==> config.mk <==
export PLATFORM = sky130hd
export DESIGN_NAME = lpnr_ctrl
export DESIGN_NICKNAME = d
export VERILOG_FILES = /design/src/rtl/lpnr_pkg.sv /design/src/rtl/lpnr_ctrl.sv
export SDC_FILE = /design/constraint.sdc
export NUM_CORES = 1
export LEC_CHECK = 0
export BUFFER_PORTS_ARGS = -buffer_cell sky130_fd_sc_hd__buf_2
export CAP_MARGIN = 40
export CORE_MARGIN = 2
export CORE_UTILIZATION = 47
export CTS_CLUSTER_DIAMETER = 150
export DETAILED_ROUTE_END_ITERATION = 10
export GPL_TIMING_DRIVEN = 0
export PLACE_DENSITY_LB_ADDON = 0.15
export SYNTH_ARGS = -nofsm -noshare
export SYNTH_HDL_FRONTEND = slang
export SYNTH_SLANG_ARGS = --single-unit
==> constraint.sdc <==
create_clock -name clk -period 2.3 [get_ports clk]
set_clock_uncertainty 0.05 [all_clocks]
set_input_delay 0.115 -clock clk [delete_from_list [all_inputs] [get_ports clk]]
set_output_delay 0.115 -clock clk [all_outputs]
set_load 0.005 [all_outputs]
==> src/rtl/lpnr_pkg.sv <==
// Shared constants, codes and controller/datapath interface types for the
// linear-probe node registry. No dependencies.
`timescale 1ns / 1ps

package lpnr_pkg;

    localparam int TABLE_ENTRIES = 4096;
    localparam int POOL_ENTRIES  = 4096;
    localparam int MAX_PROBES    = 16;

    localparam int TABLE_AW = $clog2(TABLE_ENTRIES);
    localparam int IDX_W    = 12;
    localparam int COUNT_W  = 13;
    localparam int PROBE_W  = $clog2(MAX_PROBES + 1);
    localparam int HASH_SH0 = 3;
    localparam int HASH_SH1 = 17;

    // Request codes.
    localparam logic [1:0] REQ_INSERT = 2'd0;
    localparam logic [1:0] REQ_LOOKUP = 2'd1;
    localparam logic [1:0] REQ_SETPAR = 2'd2;

    // Result status codes.
    localparam logic [1:0] ST_OK       = 2'd0;
    localparam logic [1:0] ST_NOTFOUND = 2'd1;
    localparam logic [1:0] ST_LIMIT    = 2'd2;
    localparam logic [1:0] ST_FULL     = 2'd3;

    // Source of the result node index.
    typedef enum logic [1:0] {
        NODE_ZERO  = 2'd0,
        NODE_COUNT = 2'd1,
        NODE_CHILD = 2'd2
    } node_sel_t;

    // Commands from the controller to the datapath.
    typedef struct packed {
        logic      load;
        logic      clr_step;
        logic      slot_rd;
        logic      next_probe;
        logic      ins_commit;
        logic      par_wr;
        logic      pool_rd;
        logic      res_set;
        logic [1:0] res_status;
        node_sel_t res_node;
        logic      found_load;
        logic      out_load;
    } lpnr_cmd_t;

    // Status from the datapath to the controller.
    typedef struct packed {
        logic in_key_zero;
        logic pool_full;
        logic par_ok;
        logic slot_empty;
        logic slot_match;
        logic last_probe;
        logic node_ok;
        logic clr_last;
    } lpnr_stat_t;

endpackage

==> src/rtl/lpnr_ctrl.sv <==
// Controller state machine of the registry: clearing pass, request
// dispatch, probe sequencing and output handshake. Depends on lpnr_pkg.
`timescale 1ns / 1ps

module lpnr_ctrl (
    input  logic                 clk,
    input  logic                 rst_n,
    input  logic                 in_valid,
    output logic                 in_stall,
    output logic                 out_valid,
    input  logic                 out_stall,
    input  logic [1:0]           req_type,
    input  lpnr_pkg::lpnr_stat_t stat,
    output lpnr_pkg::lpnr_cmd_t  cmd
);
    import lpnr_pkg::*;

    typedef enum logic [5:0] {
        S_CLEAR  = 6'b000001,
        S_IDLE   = 6'b000010,
        S_PROBE  = 6'b000100,
        S_CHECK  = 6'b001000,
        S_POOL   = 6'b010000,
        S_FINISH = 6'b100000
    } state_t;

    state_t     state_reg, state_next;
    logic       ins_reg, ins_next;
    logic       ovalid_reg, ovalid_next;
    logic       accept;
    logic       out_free;

    assign in_stall  = (state_reg != S_IDLE);
    assign accept    = in_valid && !in_stall;
    assign out_valid = ovalid_reg;
    assign out_free  = !ovalid_reg || !out_stall;

    // Next state and command decode.
    always_comb
    begin
        state_next  = state_reg;
        ins_next    = ins_reg;
        ovalid_next = ovalid_reg && out_stall;
        cmd         = '0;
        cmd.res_node = NODE_ZERO;
        case (state_reg)
            S_CLEAR:
            begin
                cmd.clr_step = 1'b1;
                if (stat.clr_last)
                begin
                    state_next = S_IDLE;
                end
            end
            S_IDLE:
            begin
                if (accept)
                begin
                    cmd.load   = 1'b1;
                    state_next = S_FINISH;
                    ins_next   = (req_type == REQ_INSERT);
                    case (req_type)
                        REQ_INSERT:
                        begin
                            if (stat.in_key_zero || stat.pool_full)
                            begin
                                cmd.res_set    = 1'b1;
                                cmd.res_status = ST_FULL;
                            end
                            else
                            begin
                                state_next = S_PROBE;
                            end
                        end
                        REQ_LOOKUP:
                        begin
                            if (stat.in_key_zero)
                            begin
                                cmd.res_set    = 1'b1;
                                cmd.res_status = ST_NOTFOUND;
                            end
                            else
                            begin
                                state_next = S_PROBE;
                            end
                        end
                        REQ_SETPAR:
                        begin
                            cmd.res_set = 1'b1;
                            if (stat.par_ok)
                            begin
                                cmd.par_wr     = 1'b1;
                                cmd.res_status = ST_OK;
                                cmd.res_node   = NODE_CHILD;
                            end
                            else
                            begin
                                cmd.res_status = ST_NOTFOUND;
                            end
                        end
                        default:
                        begin
                            cmd.res_set    = 1'b1;
                            cmd.res_status = ST_NOTFOUND;
                        end
                    endcase
                end
            end
            S_PROBE:
            begin
                cmd.slot_rd = 1'b1;
                state_next  = S_CHECK;
            end
            S_CHECK:
            begin
                state_next = S_FINISH;
                if (ins_reg && stat.slot_empty)
                begin
                    cmd.ins_commit = 1'b1;
                    cmd.res_set    = 1'b1;
                    cmd.res_status = ST_OK;
                    cmd.res_node   = NODE_COUNT;
                end
                else if (!ins_reg && stat.slot_match)
                begin
                    if (stat.node_ok)
                    begin
                        cmd.pool_rd = 1'b1;
                        state_next  = S_POOL;
                    end
                    else
                    begin
                        cmd.res_set    = 1'b1;
                        cmd.res_status = ST_NOTFOUND;
                    end
                end
                else if (!ins_reg && stat.slot_empty)
                begin
                    cmd.res_set    = 1'b1;
                    cmd.res_status = ST_NOTFOUND;
                end
                else if (stat.last_probe)
                begin
                    cmd.res_set    = 1'b1;
                    cmd.res_status = ST_LIMIT;
                end
                else
                begin
                    cmd.next_probe = 1'b1;
                    state_next     = S_PROBE;
                end
            end
            S_POOL:
            begin
                cmd.found_load = 1'b1;
                state_next     = S_FINISH;
            end
            S_FINISH:
            begin
                if (out_free)
                begin
                    cmd.out_load = 1'b1;
                    ovalid_next  = 1'b1;
                    state_next   = S_IDLE;
                end
            end
            default:
            begin
                state_next = S_IDLE;
            end
        endcase
    end

    always_ff @(posedge clk or negedge rst_n)
    begin
        if (!rst_n)
        begin
            state_reg  <= S_CLEAR;
            ins_reg    <= 1'b0;
            ovalid_reg <= 1'b0;
        end
        else
        begin
            state_reg  <= state_next;
            ins_reg    <= ins_next;
            ovalid_reg <= ovalid_next;
        end
    end

endmodule

==> impl_metrics.yaml, run 1 <==
outcome:
  status: "finished, final reports clean"
synthesis:
  ys_seq_area_share_pct: 32.79
  syn_area_sq_um: 614.3
  ys_async_sr_fraction_pct: 100.0
  yosysUniqueCellTypes: 35
  ys_ff_latch: 8
  yosys_warnings: 0
  synth_edf_count: 0
  ys.flop_type: "dfrtp_1"
  synthCells: 74
  avgSynthCellArea_sq_um: 8.302
  synth_nets: 88
die:
  coreArea_sq_mm: 0.001252
  num_rows: 13
  die_area_sq_mm: 0.001612
  initial_core_util_pct: 49.05
  io_pins: 30
  dieWidth_um: 40.16
  die_h_um: 40.16
worst_setup_path:
  worstPathRequired_ns: 2.13
  reg2regPathDepth: 4
  worstSetupPathType: "reg2out"
  crit_slowest_cell: "dfrtp_1"
  path_max_fanout: 7
  end_kind: "output pin"
  path_cells: "nor2_1 > and4b_2 > nand2_4 > o32ai_1 > buf_2"
  arrival_ns: 1.67
  critPathMaxStageDelay_ns: 0.44
  startpoint_type: "flip-flop"
global_route:
  grt_pass1_wl_um: 2256
  overflow: 0
  top_usage_layer: "met2"
  antenna_found_initial: 0
  grt_max_degree: 9
  met1_usage_pct: 23.89
  grt_pass1_vias: 554
  track_usage_pct: 21.37
  use_met3_pct: 5.556
  grt_use_met2_pct: 39.52
timing:
  max_clock_freq_mhz: 544.8
  finalCritPeriodShare_pct: 79.81
  fin_tns_setup_ns: 0
  relSlewSlack_pct: 76.39
  worst_pin_slew_ns: 0.3515
  fin_crit_ns: 1.836
  hold_viol_final: 0
  final-max-slew-violation-count: 0
  rsz0062_at_grt: "no"
  setup_viol: 0
clock_tree:
  clock_sinks: 8
  cts_resized: 0
  clk_latency_ns: 0.26
  cts_tree: "built"
  cts_max_level: 1
  cts_buffers: 3
  cts_root_buf: "clkbuf_4"
  clk_pin_slew_ns: 0.06
  cts_buffer_depth: 2
place:
  hpwl_um: 1224
  place_congestion: 0.7376
  placed_area_sq_um: 778.2
  place.port_buffers: 29
detailed_routing:
  dr.first_iter.drc_count: 8
  avgRoutedWirePerCell_um: 12.40
  post_drt_via_cell_ratio: 5.460
  routed_wl_um: 1537
  ant_nets: 0
  drc_errors: 0
  via_count: 677
  drt_first_pass_iters: 4
layout:
  nets: 124
  largest_register_ffs: 6
  nFillCells: 108
  final_cell_mix: "30 x buf_2, 10 x nor2_1, 7 x dfrtp_1"
  final_cell_area_sq_um: 824.5
  layout-drive-gt1-share_pct: 40.37
  final_common_cell: "buf_2"
  syn_to_final_growth_pct: 34.22
  antenna_cells: 0
worst_hold_path:
  holdCritPathClass: "in2reg"
  holdPathStages: 3
power:
  ir_drop_mv: 0.4761
  p_leak_nw: 0.4615
  p_per_area_mw_per_mm2: 742.2
run:
  maxCapViolations: 0
-- layer usage --
layer  vias to the layer above  part of all wire (%)
met5                         -                     0
met4                         0                   1.7
met3                         4                   3.9
met2                        20                    53
met1                       315                    41
li1                        338                     -
-- logic make-up (layout without fill, tap and decap cells) --
logic type / Yosys count / in the layout / share of synthesized area [%]
simple gates: 41 / 41 / 38.50
compound gates: 16 / 16 / 21.18
flops: 8 / 8 / 32.79
buf+inv: 8 / 43 / 5.702
mux: 1 / 1 / 1.833
-- worst paths after layout --
check / from / endpoint / slack [ns]
setup / recovery: state_reg[4] / cmd[4] / 0.46
hold / removal: out_stall / out_valid / 0.08
setup reg to reg: state_reg[4] / state_reg[5] / 0.79
hold reg to reg: state_reg[0] / state_reg[0] / 0.51
max in group asynchronous: rst_n / state_reg[0] / 1.75
min in group asynchronous: rst_n / out_valid / 0.21
-- what timing repair did --
item,4_1_cts,5_1_grt
hold endpoints to repair,9,0
hold buffers,2,0
setup buffers,0,0
-- stage by stage --
step                cells  hold WS (ns)  total power [mW]  worst slack (ns)  utilization [%]
floorplan              74       -0.2306            0.3955            0.9125                -
global placement      118      -0.08841            0.4816            0.7325            62.14
detailed placement    118      -0.08888            0.4932            0.7499            62.14
CTS                   124       0.08101            0.6121            0.4620            65.83
global route          124        0.1152            0.6627            0.3504            65.83
finish                124       0.08428            0.6119            0.4644            65.83
-- power by group --
part | total, mW | switching (mW) | internal [mW]
Combinational | 0.285 | 0.153 | 0.131
Clock | 0.117 | 0.0503 | 0.0665
Sequential | 0.211 | 0.0395 | 0.171
-- final cells by class --
cell class | count | area (sq um) | area share (%)
multi-input cells | 58 | 377.9 | 45.83
flip-flops and latches | 8 | 201.4 | 24.43
repair buffers | 31 | 165.2 | 20.03
clock buffers | 4 | 26.28 | 3.187
inverters | 6 | 22.52 | 2.731
well taps | 15 | 18.77 | 2.276
plain buffers | 2 | 12.51 | 1.517
-- cell usage after synthesis (2+ instances only) --
library cell,instances,area (sq um)
a21oi_1,3,15.01
and2_1,3,18.77
and3_1,4,25.02
dfrtp_1,7,175.2
inv_1,6,22.52
nand2_1,5,18.77
nand3_1,2,10.01
nor2_1,10,37.54
nor3_1,4,20.02
o21ai_0,4,20.02
o32ai_1,2,17.52
-- worst max-delay path, delay by kind of cell (launching register included) --
kind / cells / cell delay [ns]
simple gates: 3 / 0.56
compound gates: 1 / 0.26
flops: 1 / 0.44
buf+inv: 1 / 0.15
Note: power is estimated with default switching activity, not from simulation.
==> inputs of run 2 (changes only) <==
- CORE_UTILIZATION: 47 -> 44
- clock period: 2.3 -> 1.7 ns (I/O delays scaled with it)
==> run 2 against run 1 <==
  * Worst hold slack lost 0.040 ns
  * Flip-flop and latch count is the same
  * Global-route usage shrank 1.1 points
  * Die area grew 6.1%
  * Critical path type unchanged
  * Largest power group unchanged
  * Highest routed layer is now met3
==> impl_metrics.yaml, run 2 (synthesis gave the netlist of run 1 again) <==
worst_setup_path:
  arrival_ns: 1.51
  path_max_fanout: 5
  worstSetupPathType: "reg2out"
  startpoint_type: "flip-flop"
  end_kind: "output pin"
  regToRegSetupSlack_ns: 0.12
  worstPathRequired_ns: 1.56
timing:
  holdWs_ns: 0.04414
  setup_viol: 0
  relSlewSlack_pct: 70.91
  max_clock_freq_mhz: 607.4
  fin_tns_setup_ns: 0
  hold_viol_final: 0
  worst_pin_slew_ns: 0.4331
  fin_crit_ns: 1.646
  finalCritPeriodShare_pct: 96.85
  rsz0062_at_grt: "yes"
  final-max-slew-violation-count: 0
  fin_ws_ns: 0.05363
die:
  dieWidth_um: 41.37
  coreArea_sq_mm: 0.001301
  die_area_sq_mm: 0.001711
  initial_core_util_pct: 47.21
  io_pins: 30
  num_rows: 13
  die_h_um: 41.37
run:
  maxCapViolations: 0
detailed_routing:
  dr.first_iter.drc_count: 15
  routed_wl_um: 1628
  via_count: 694
  post_drt_via_cell_ratio: 5.338
  drt_first_pass_iters: 4
  drc_errors: 0
  avgRoutedWirePerCell_um: 12.52
  ant_nets: 0
global_route:
  grt_pass1_vias: 554
  track_usage_pct: 20.27
  overflow: 0
  grt_max_degree: 9
  grt_pass1_wl_um: 2256
  antenna_found_initial: 0
power:
  p_per_area_mw_per_mm2: 975.5
  p_clk_share_pct: 17.6
  p_int_mw: 0.5348
  p_leak_nw: 0.4969
  ir_drop_mv: 0.5817
  switching_power_mw: 0.3404
  switching_share_pct: 38.89
  comb_power_share_pct: 50.3
  power_mw: 0.8751
  pwr-share-seq_pct: 32.1
layout:
  syn_to_final_growth_pct: 46.03
  final_common_cell: "buf_2"
  nets: 130
  nFillCells: 105
  final_cell_mix: "29 x buf_2, 8 x nor2_1, 7 x buf_4"
  layout-drive-gt1-share_pct: 47.83
  final_cell_area_sq_um: 897.1
  antenna_cells: 0
  largest_register_ffs: 6
clock_tree:
  clock_sinks: 8
  cts_tree: "built"
  clk_pin_slew_ns: 0.06
  cts_root_buf: "clkbuf_4"
  cts_buffers: 3
  cts_max_level: 1
  clk_latency_ns: 0.25
  cts_buffer_depth: 2
place:
  place.port_buffers: 29
  place_congestion: 0.7330
  hpwl_um: 1202
  placed_area_sq_um: 778.2
  pre_cts_slack_ns: 0.1746
outcome:
  status: "finished, final reports clean"
worst_hold_path:
  holdCritPathClass: "in2reg"
## run 2: cell types whose count changed in the layout (fill, tap and decap cells not counted), sizes merged
cell  change
buf       +6
## run 2: worst max-delay path, cell delays in order (launching register included)
cell	delay [ns]
dfrtp_1	0.41
nor2_2	0.15
and4b_2	0.28
nand2_4	0.08
o32ai_2	0.19
buf_2	0.15
## run 2: timing repair
item | 4_1_cts | 5_1_grt
pin swaps | 1 | 7
resized for setup | 1 | 7
endpoints found under the hold margin | 9 | 0
hold buffers | 2 | 0
setup buffers | 4 | 2
endpoints found under the setup margin | 2 | 8
## run 2: worst paths after layout
kind,start,endpoint,cells after the start
setup / recovery,state_reg[5],cmd[4],5
hold / removal,out_stall,out_valid,3
setup reg to reg,state_reg[3],state_reg[5],5
hold reg to reg,out_valid,out_valid,2
max in group asynchronous,rst_n,state_reg[0],2
min in group asynchronous,rst_n,state_reg[4],2
## run 2: power groups by stage
| stage | Combinational, mW | Clock, mW | Sequential, mW |
|---|---|---|---|
| after global placement | 0.371 | 0 | 0.282 |
| after floorplan | 0.260 | 0 | 0.275 |
| after CTS | 0.426 | 0.155 | 0.276 |
| after global routing | 0.488 | 0.167 | 0.286 |
| after detailed placement | 0.381 | 0 | 0.284 |
| final | 0.441 | 0.154 | 0.281 |
## run 2: final cells by class
type | count | area [sq um] | share of cell area (%)
clock buffer | 4 | 26.28 | 2.929
multi-input combinational | 58 | 397.9 | 44.35
inverter | 6 | 22.52 | 2.510
timing repair buffer | 37 | 210.2 | 23.43
buffer | 2 | 18.77 | 2.092
tap | 15 | 18.77 | 2.092
sequential | 8 | 202.7 | 22.59
## run 2: stage by stage
| stage | utilization, % | std cells |
|---|---|---|
| global route | 68.94 | 130 |
| global placement | 59.81 | 118 |
| CTS | 65.77 | 128 |
| detailed placement | 59.81 | 118 |
| finish | 68.94 | 130 |
| floorplan | - | 74 |
## run 2: routing by layer
metal / routed length [um] / global-route usage (%) / share of wire (%)
met5: 0 / 0 / 0
met4: 0 / 4.839 / 0
met3: 54 / 3.191 / 3.3
met1: 663 / 25.00 / 41
met2: 910 / 36.72 / 56
==> inputs of run 3 (changes only) <==
- RECOVER_POWER: not set -> 50
==> run 3 against run 2 <==
  * Sequential power hardly changed
  * Register-to-register slack hardly changed
  * Non-clock buffer count stayed put
  * Flip-flop and latch count stayed put
  * Via count stayed put
  * Clock power hardly changed
  * Die area stayed put
  * Critical path type unchanged
==> impl_metrics.yaml, run 3 (synthesis gave the netlist of run 1 again) <==
outcome:
  status: "finished, final reports clean"
clock_tree:
  cts_max_level: 1
  clk_latency_ns: 0.25
  clk_pin_slew_ns: 0.06
  cts_buffer_depth: 2
  cts_tree: "built"
  clock_sinks: 8
  cts_buffers: 3
  cts_root_buf: "clkbuf_4"
detailed_routing:
  drc_errors: 0
  via_count: 694
  drt_first_pass_iters: 4
  ant_nets: 0
  post_drt_via_cell_ratio: 5.338
  dr.first_iter.drc_count: 15
  avgRoutedWirePerCell_um: 12.50
  routed_wl_um: 1625
die:
  io_pins: 30
  coreArea_sq_mm: 0.001301
  dieWidth_um: 41.37
  num_rows: 13
  initial_core_util_pct: 47.21
  die_h_um: 41.37
  die_area_sq_mm: 0.001711
worst_setup_path:
  critPathMaxStageDelay_ns: 0.41
  path_cells: "nor2_2 > and4b_2 > nand2_4 > o32ai_2 > buf_2"
  crit_slowest_cell: "dfrtp_1"
  worstPathRequired_ns: 1.56
  critical_path.top_delay_family: "simple AND/OR/NAND/NOR gates"
  critPathBufInv: 1
  worstSetupPathType: "reg2out"
  path_max_fanout: 5
  end_kind: "output pin"
  startpoint_type: "flip-flop"
  arrival_ns: 1.51
power:
  ir_drop_mv: 0.5816
  p_leak_nw: 0.4942
  p_int_mw: 0.5344
  power_mw: 0.8750
  switching_share_pct: 38.93
  switching_power_mw: 0.3406
  pwr-share-seq_pct: 32.1
  comb_power_share_pct: 50.3
  p_per_area_mw_per_mm2: 976.7
  p_clk_share_pct: 17.6
place:
  place.port_buffers: 29
  pre_cts_slack_ns: 0.1746
  place_congestion: 0.7330
  hpwl_um: 1202
layout:
  layout-drive-gt1-share_pct: 46.96
  largest_register_ffs: 6
  final_cell_mix: "28 x buf_2, 8 x nor2_1, 7 x buf_4"
  utilization_pct: 68.85
  syn_to_final_growth_pct: 45.82
  antenna_cells: 0
  final_common_cell: "buf_2"
  nets: 130
timing:
  fin_ws_ns: 0.05363
  worst_pin_slew_ns: 0.4331
  finalCritPeriodShare_pct: 96.85
  fin_crit_ns: 1.646
  rsz0062_at_grt: "yes"
  max_clock_freq_mhz: 607.4
  fin_tns_setup_ns: 0
  relSlewSlack_pct: 70.91
  setup_viol: 0
  final-max-slew-violation-count: 0
  hold_viol_final: 0
global_route:
  antenna_found_initial: 0
  overflow: 0
  grt_pass1_vias: 554
  grt_max_degree: 9
  track_usage_pct: 20.27
  grt_pass1_wl_um: 2256
run:
  maxCapViolations: 0
worst_hold_path:
  holdCritPathClass: "in2reg"
-- run 3: stage by stage --
stage	area, sq um	instances	hold WS [ns]
floorplan	614.3	74	-0.2606
global placement	778.2	118	-0.1170
detailed placement	778.2	118	-0.1161
CTS	855.8	128	0.05184
global route	895.9	130	0.09617
finish	895.9	130	0.04627
-- run 3: power groups by stage --
| stage | combinational (mW) | sequential [mW] | clock, mW |
|---|---|---|---|
| 6_report | 0.440 | 0.280 | 0.154 |
| 4_1_cts | 0.426 | 0.276 | 0.155 |
| 2_1_floorplan | 0.260 | 0.275 | 0 |
| 3_3_place_gp | 0.371 | 0.282 | 0 |
| 5_1_grt | 0.488 | 0.286 | 0.167 |
| 3_5_place_dp | 0.381 | 0.284 | 0 |
-- run 3: worst paths after layout --
| path | from | to | slack, ns | cells after the start |
|---|---|---|---|---|
| worst max-delay path | state_reg[5] | cmd[4] | 0.05 | 5 |
| worst min-delay path | out_stall | out_valid | 0.05 | 3 |
| worst max register to register | state_reg[3] | state_reg[5] | 0.12 | 5 |
| worst min register to register | out_valid | out_valid | 0.50 | 2 |
| max in group asynchronous | rst_n | state_reg[0] | 1.04 | 2 |
| min in group asynchronous | rst_n | state_reg[4] | 0.23 | 2 |
-- run 3: timing repair --
item	4_1_cts	5_1_grt
buffers inserted	4	2
hold buffers	2	0
endpoints found under the setup margin	2	8
pin swaps	1	7
resized for setup	1	7
hold endpoints to repair	9	0
-- run 3: per-layer routing --
metal	up-vias	track usage, %	wire length (um)
met5	-	0	0
met4	0	4.839	0
met3	0	3.191	54
met2	15	36.72	909
met1	329	25.00	661
li1	350	-	-
-- run 3: worst min-delay path: stages --
cell	delay (ns)
buf_2	0.08
nand2_1	0.07
nand2_1	0.07
-- run 3: final cells by class --
| type | instances | area, sq um |
|---|---|---|
| fill | 106 | 405.4 |
| clock buffer | 4 | 26.28 |
| inverter | 6 | 22.52 |
| buffer | 2 | 18.77 |
| timing repair buffer | 37 | 209.0 |
| tap | 15 | 18.77 |
| sequential | 8 | 202.7 |
| multi-input combinational | 58 | 397.9 |
